## config.mk

```make
export PLATFORM = sky130hd
export DESIGN_NAME = hex_frame_decoder_lrc_check
export DESIGN_NICKNAME = d
export VERILOG_FILES = /design/src/rtl/hfd_pkg.sv /design/src/rtl/hfd_frame_core.sv /design/src/rtl/hex_frame_decoder_lrc_check.sv
export SDC_FILE = /design/constraint.sdc
export NUM_CORES = 1
export LEC_CHECK = 0
export ABC_AREA = 1
export BUFFER_PORTS_ARGS = -buffer_cell sky130_fd_sc_hd__buf_2
export CORE_AREA = 2 2 96 98
export DETAILED_ROUTE_END_ITERATION = 16
export DIE_AREA = 0 0 98 100
export PLACE_DENSITY_LB_ADDON = 0.1
export SYNTH_ARGS = -nofsm -noshare
export SYNTH_HDL_FRONTEND = slang
export SYNTH_SLANG_ARGS = --single-unit
```

## constraint.sdc

```tcl
create_clock -name clock -period 1.7 [get_ports clock]
set_input_delay 0.255 -clock clock [delete_from_list [all_inputs] [get_ports clock]]
set_output_delay 0.255 -clock clock [all_outputs]
set_load 0.005 [all_outputs]
```

## src/rtl/hfd_pkg.sv

```systemverilog
`default_nettype none

package hfd_pkg;

   // Longest frame, in characters including the start mark and the end mark.
   localparam int MaxFrameChars = 514;

   localparam logic [9:0] CharCountSat = 10'd1023;
   localparam logic [8:0] PayloadSat   = 9'd511;

   localparam logic [7:0] LrcStartReset        = 8'h00;
   localparam logic [7:0] PayloadCapacityReset = 8'hFF;

   // Configuration register indexes.
   localparam logic CsrLrcStart        = 1'b0;
   localparam logic CsrPayloadCapacity = 1'b1;

   // Result kinds.
   localparam logic KindData   = 1'b0;
   localparam logic KindStatus = 1'b1;

   typedef enum logic [2:0] {
      StatusOk          = 3'd0,
      StatusLrcMismatch = 3'd1,
      StatusOddLength   = 3'd2,
      StatusTooShort    = 3'd3,
      StatusOverflow    = 3'd4,
      StatusBadDigit    = 3'd5
   } status_type;

   typedef struct packed {
      logic       valid;
      logic       kind;
      logic [7:0] data_byte;
      status_type status;
   } hfd_result_type;

   typedef struct packed {
      logic [3:0] value;
      logic       bad;
   } hfd_nibble_type;

   // ASCII hex digit to nibble; anything else decodes as zero and is flagged.
   function automatic hfd_nibble_type hex_decode(input logic [7:0] c);
      hfd_nibble_type r;
      r.bad = 1'b0;
      if (c >= 8'h30 && c <= 8'h39) begin
         r.value = 4'(c - 8'h30);
      end else if (c >= 8'h41 && c <= 8'h46) begin
         r.value = 4'(c - 8'h41 + 8'd10);
      end else if (c >= 8'h61 && c <= 8'h66) begin
         r.value = 4'(c - 8'h61 + 8'd10);
      end else begin
         r.value = 4'd0;
         r.bad   = 1'b1;
      end
      return r;
   endfunction

endpackage

`default_nettype wire

```

## src/rtl/hfd_frame_core.sv

```systemverilog
`default_nettype none

module hfd_frame_core
   import hfd_pkg::*;
(
   input  wire logic           clock,
   input  wire logic           reset,
   input  wire logic           advance,
   input  wire logic [7:0]     char_in,
   input  wire logic           frame_end,
   input  wire logic [7:0]     lrc_start,
   input  wire logic [7:0]     payload_capacity,
   output hfd_result_type      result
);

   logic [9:0] char_count_ff, char_count_in;
   logic [3:0] high_nibble_ff, high_nibble_in;
   logic [7:0] held_byte_ff, held_byte_in;
   logic       held_valid_ff, held_valid_in;
   logic [7:0] running_lrc_ff, running_lrc_in;
   logic [8:0] payload_count_ff, payload_count_in;
   logic       bad_digit_ff, bad_digit_in;

   hfd_nibble_type nib;
   logic [10:0]    frame_len;
   status_type     end_status;

   assign nib       = hex_decode(char_in);
   assign frame_len = {1'b0, char_count_ff} + 11'd1;

   // Checks in order of precedence; the first that applies wins.
   always_comb begin
      priority if (char_count_ff == CharCountSat) begin
         end_status = StatusOverflow;
      end else if (frame_len[0]) begin
         end_status = StatusOddLength;
      end else if (frame_len < 11'd4) begin
         end_status = StatusTooShort;
      end else if (frame_len > 11'(MaxFrameChars)) begin
         end_status = StatusOverflow;
      end else if (payload_count_ff > {1'b0, payload_capacity}) begin
         end_status = StatusOverflow;
      end else if (payload_count_ff == 9'd0) begin
         end_status = StatusTooShort;
      end else if (bad_digit_ff) begin
         end_status = StatusBadDigit;
      end else if (!held_valid_ff || held_byte_ff != running_lrc_ff) begin
         end_status = StatusLrcMismatch;
      end else begin
         end_status = StatusOk;
      end
   end

   always_comb begin
      char_count_in    = char_count_ff;
      high_nibble_in   = high_nibble_ff;
      held_byte_in     = held_byte_ff;
      held_valid_in    = held_valid_ff;
      running_lrc_in   = running_lrc_ff;
      payload_count_in = payload_count_ff;
      bad_digit_in     = bad_digit_ff;
      result.valid     = 1'b0;
      result.kind      = KindData;
      result.data_byte = 8'd0;
      result.status    = StatusOk;

      if (frame_end) begin
         result.valid     = 1'b1;
         result.kind      = KindStatus;
         result.status    = end_status;
         char_count_in    = 10'd0;
         high_nibble_in   = 4'd0;
         held_byte_in     = 8'd0;
         held_valid_in    = 1'b0;
         running_lrc_in   = 8'd0;
         payload_count_in = 9'd0;
         bad_digit_in     = 1'b0;
      end else begin
         if (char_count_ff != CharCountSat) begin
            char_count_in = char_count_ff + 10'd1;
         end
         if (char_count_ff == 10'd0) begin
            // Start mark: not decoded, just loads the LRC seed.
            running_lrc_in = lrc_start;
         end else begin
            bad_digit_in = bad_digit_ff | nib.bad;
            if (char_count_ff[0]) begin
               high_nibble_in = nib.value;
            end else begin
               // A pair completed: release the previously held byte.
               if (held_valid_ff) begin
                  if (payload_count_ff < {1'b0, payload_capacity}) begin
                     result.valid     = 1'b1;
                     result.data_byte = held_byte_ff;
                  end
                  running_lrc_in = running_lrc_ff - held_byte_ff;
                  if (payload_count_ff != PayloadSat) begin
                     payload_count_in = payload_count_ff + 9'd1;
                  end
               end
               held_byte_in  = {high_nibble_ff, nib.value};
               held_valid_in = 1'b1;
            end
         end
      end
   end

   always_ff @(posedge clock) begin
      if (reset) begin
         char_count_ff    <= 10'd0;
         high_nibble_ff   <= 4'd0;
         held_byte_ff     <= 8'd0;
         held_valid_ff    <= 1'b0;
         running_lrc_ff   <= 8'd0;
         payload_count_ff <= 9'd0;
         bad_digit_ff     <= 1'b0;
      end else if (advance) begin
         char_count_ff    <= char_count_in;
         high_nibble_ff   <= high_nibble_in;
         held_byte_ff     <= held_byte_in;
         held_valid_ff    <= held_valid_in;
         running_lrc_ff   <= running_lrc_in;
         payload_count_ff <= payload_count_in;
         bad_digit_ff     <= bad_digit_in;
      end
   end

endmodule

`default_nettype wire

```

## src/rtl/hex_frame_decoder_lrc_check.sv

```systemverilog
// Hex frame decoder with LRC check.
// The request channel (req_valid/req_ready) carries one frame character per
// request in req_char_in, with req_frame_end set on the frame's end character.
// The first character of each frame is a start mark and is skipped. After it,
// pairs of hex digits form bytes; the last pair is the LRC. Each released
// payload byte comes out on the response channel (rsp_valid/rsp_ready) with
// rsp_kind low; the end character produces one status response with rsp_kind
// high and a status code in rsp_status. Characters that complete no byte give
// no response.
// A request is captured in an input register and processed from there into the
// response register, so each response passes through both registers in turn.
// Throughput is one character per cycle unless the receiver stalls, set by the
// single decode, subtract and compare path from input to response register.
// When the receiver stalls, the response register holds its contents and the
// input register holds one more character; req_ready drops only once both are
// occupied. A synchronous reset empties both registers, clears the frame state
// and returns lrc_start to 0 and payload_capacity to 255.
// The csr_ write port sets lrc_start (index 0) and payload_capacity (index 1);
// write it only while the block is idle.

`default_nettype none

module hex_frame_decoder_lrc_check
   import hfd_pkg::*;
(
   input  wire logic       clock,
   input  wire logic       reset,
   input  wire logic       req_valid,
   output logic            req_ready,
   input  wire logic [7:0] req_char_in,
   input  wire logic       req_frame_end,
   output logic            rsp_valid,
   input  wire logic       rsp_ready,
   output logic            rsp_kind,
   output logic [7:0]      rsp_data_byte,
   output logic [2:0]      rsp_status,
   input  wire logic       csr_we,
   input  wire logic       csr_index,
   input  wire logic [7:0] csr_data
);

   // Configuration registers.
   logic [7:0] lrc_start_ff;
   logic [7:0] payload_capacity_ff;

   // Input register.
   logic       in_valid_ff;
   logic [7:0] in_char_ff;
   logic       in_end_ff;

   // Response register.
   logic       out_valid_ff;
   logic       out_kind_ff;
   logic [7:0] out_data_ff;
   status_type out_status_ff;

   logic           advance;
   hfd_result_type result;

   // The held character moves on whenever the response register is free or
   // is being emptied in this cycle.
   assign advance   = in_valid_ff && (!out_valid_ff || rsp_ready);
   assign req_ready = !in_valid_ff || advance;

   always_ff @(posedge clock) begin
      if (reset) begin
         lrc_start_ff        <= LrcStartReset;
         payload_capacity_ff <= PayloadCapacityReset;
      end else if (csr_we) begin
         unique case (csr_index)
            CsrLrcStart:        lrc_start_ff        <= csr_data;
            CsrPayloadCapacity: payload_capacity_ff <= csr_data;
            default:            ;
         endcase
      end
   end

   always_ff @(posedge clock) begin
      if (reset) begin
         in_valid_ff <= 1'b0;
      end else if (req_ready) begin
         in_valid_ff <= req_valid;
      end
   end

   always_ff @(posedge clock) begin
      if (req_ready && req_valid) begin
         in_char_ff <= req_char_in;
         in_end_ff  <= req_frame_end;
      end
   end

   hfd_frame_core u_core (
      .clock            (clock),
      .reset            (reset),
      .advance          (advance),
      .char_in          (in_char_ff),
      .frame_end        (in_end_ff),
      .lrc_start        (lrc_start_ff),
      .payload_capacity (payload_capacity_ff),
      .result           (result)
   );

   always_ff @(posedge clock) begin
      if (reset) begin
         out_valid_ff <= 1'b0;
      end else if (advance) begin
         out_valid_ff <= result.valid;
      end else if (rsp_ready) begin
         out_valid_ff <= 1'b0;
      end
   end

   always_ff @(posedge clock) begin
      if (advance && result.valid) begin
         out_kind_ff   <= result.kind;
         out_data_ff   <= result.data_byte;
         out_status_ff <= result.status;
      end
   end

   assign rsp_valid     = out_valid_ff;
   assign rsp_kind      = out_kind_ff;
   assign rsp_data_byte = out_data_ff;
   assign rsp_status    = out_status_ff;

endmodule

`default_nettype wire

```

==> results_dict.tcl <==
set metrics [dict create \
    crit_type "reg -> reg" \
    ys_types 40 \
    vias_per_cell 5.242 \
    crit_arrival_ns 1.98 \
    clockBufferDepth 2 \
    grt_first_pass_wirelength_microns 18440 \
    post-place-cells 779 \
    io_buffers 36 \
    cts_max_level 3 \
    grt.total_usage_pct 23.26 \
    core_sq_um 8890 \
    start_kind "flop" \
    violations "setup timing" \
    initialDrtViolationCount 172 \
    yosys.area.top_type_share_pct 27.55 \
    drt-pass1-iter-count 4 \
    finalWirelength_microns 12270 \
    cp.required_ns 1.81 \
    max_freq_ghz 0.5343 \
    antennaDiodeCount 0 \
    max_slew_margin_pct 73.84 \
    cts_num_sinks 80 \
    die_h_microns 100 \
    synth_top_cell_by_area "dfxtp_1" \
    ios 37 \
    cts_buffers 9 \
    synth_sequential_area_ratio_pct 42.25 \
    holdWs_ns 0.06167 \
    p_leak_uw 0.002791 \
    slew_viol_final 0 \
    skew_ns 0.01060 \
    fp-row-count 35 \
    period_share_pct 110.1 \
    synthesis.nets 605 \
    p_per_area_nw_per_um2 664.5 \
    gp_congestion 0.8913 \
    synth_warnings 0 \
    drive_gt1_share_pct 46.77 \
    synthTopCellsByArea "dfxtp_1 28%, edfxtp_1 15%, nand2_1 10%, ha_1 7.0%, inv_1 6.0%" \
    final_nets 755 \
    rsz0062_at_grt "yes" \
    cp-end-kind "flop" \
    tightest_slew_ns 0.3920 \
    max_stage_delay_ns 0.38 \
    avgSynthCellArea_sq_um 7.698 \
    initial_utilization_pct 48.23 \
    root_buffer "clkbuf_8" \
    vias 4314 \
    ir_drop_mv 0.3624 \
    cts_tree "built" \
    crit_path_max_fanout 4 \
    grt_pass1_vias 4002 \
    setup-violations-final 35 \
    clk_pin_slew_ns 0.09 \
    grt_max_degree 23 \
    hold_path_class "in -> reg" \
    holdBufCountCts 0 \
    dieWidth_microns 98 \
    ant_nets 0 \
    ys_ff_latch 80 \
    drc_errors 0 \
    drt-wirelength-per-cell_microns 14.91 \
    syn-cell-area_sq_um 4288 \
    gr-total-overflow 0 \
    slowest_stage "dfxtp_4" \
    status "finished, violations left" \
    synthToLayoutAreaGrowth_pct 47.24 \
    clk_latency_ns 0.36 \
    timing.critical_path.mode_cell "nand2_1" \
    hold_viol 0 \
    final_cells 823 \
    worstPathCellList "ha_4, buf_4, nand3_1, nand2_1, nand2_1, nand2_1, nor2_2, nand4_1, nand2_1, inv_1, nand2_1, a21oi_1" \
    die_area_sq_um 9800 \
    layout_setup_ws_ns -0.1715 \
    crit_buf_inv 2 \
    antenna_found_initial 0 \
    dp_hpwl_microns 8159 \
    final_cell_mix "101 x buf_4, 93 x nand2_1, 54 x inv_1, 46 x nor2_1, 42 x dfxtp_1" \
    cap_violations 0 \
    setup_tns_ns -2.565 \
    cp_top_family "simple AND/OR/NAND/NOR gates" \
    fin_crit_ns 1.872 \
    final_common_cell "buf_4" \
    synthCells 557 \
]
==> cell usage after synthesis <==
cell and instances:
nand2_1 115, inv_1 68, nor2_1 65, dfxtp_1 59
a21oi_1 50, nand3_1 31, o21ai_0 31, ha_1 24
edfxtp_1 21, nand4_1 12, o211ai_1 10, inv_2 8
xor2_1 8, clkbuf_1 7, nor2_2 6, nor3_1 4
buf_6 3, nand2_2 3, nor2_4 3, nor4_1 3
a211oi_1 2, a211oi_2 2, a31oi_1 2, nand3_2 2
nand3b_1 2, xnor2_1 2, a22oi_1 1, a2bb2oi_1 1
a32oi_1 1, buf_12 1, buf_2 1, clkinv_1 1
fa_1 1, inv_4 1, nand2_4 1, nand4_2 1
nor3_4 1, o21ai_1 1, o21ai_2 1, or2_2 1
==> final timing paths <==
check	depth (start not counted)	startpoint	endpoint	slack [ns]
max	12	u_core.char_count_ff[0]	rsp_status[2]	-0.17
min	1	req_char_in[4]	in_char_ff[4]	0.06
max reg2reg	12	u_core.char_count_ff[0]	rsp_status[2]	-0.17
min reg2reg	2	u_core.high_nibble_ff[1]	u_core.held_byte_ff[5]	0.46
==> where the power goes <==
part	internal, uW	total [uW]	switching [uW]	leakage (uW)
Sequential	2020	2070	52.5	0.000697
Combinational	366	798	433	0.00201
Clock	546	1320	779	0.0000818
==> metal layers <==
metal	GRT usage [%]	vias to the layer above	share of wire, %
met2	39.04	85	50
met4	7.799	0	2.0
met5	0	-	0
li1	-	2151	-
met3	3.203	22	3.6
met1	31.16	2056	44
==> cell families after synthesis <==
family	synth area share, %
compound gates	13.34
xor+xnor	2.043
fa+ha+maj	7.470
buf+inv	8.871
flops	42.25
simple gates	26.03
==> flip-flops by register name (all words and copies together), names as in the netlist <==
name,flops
in_char_ff,8
in_end_ff,1
in_valid_ff,1
lrc_start_ff,8
payload_capacity_ff,8
rsp_data_byte,8
rsp_kind,1
rsp_status,3
rsp_valid,1
u_core.bad_digit_ff,1
u_core.char_count_ff,10
u_core.held_byte_ff,8
u_core.held_valid_ff,1
u_core.high_nibble_ff,4
u_core.payload_count_ff,9
u_core.running_lrc_ff,8
==> area by class of cell <==
| class | instances | area [sq um] |
|---|---|---|
| flip-flops and latches | 80 | 1848 |
| well taps | 111 | 138.9 |
| multi-input cells | 387 | 2693 |
| clock buffers | 9 | 123.9 |
| inverters | 78 | 317.8 |
| fillers | 688 | 2576 |
| repair inverters | 1 | 7.507 |
| repair buffers | 150 | 1130 |
| clock inverters | 7 | 55.05 |
==> metrics by stage <==
stage,setup slack [ns],total power (uW),cell area [sq um],util [%]
2_1_floorplan,-0.02976,2461,4318,-
3_3_place_gp,-0.1903,2692,5243,58.97
3_5_place_dp,-0.2036,2708,5243,58.97
4_1_cts,-0.1465,4094,5737,64.53
5_1_grt,-0.2638,4371,6314,71.02
6_report,-0.1715,4195,6314,71.02
==> what timing repair did <==
| action | CTS | global route |
|---|---|---|
| pin swaps | 26 | 45 |
| cloned | 1 | 3 |
| resized for setup | 71 | 120 |
| endpoints found under the setup margin | 51 | 64 |
| buffers inserted | 10 | 16 |
(Power assumes the default switching activity.)
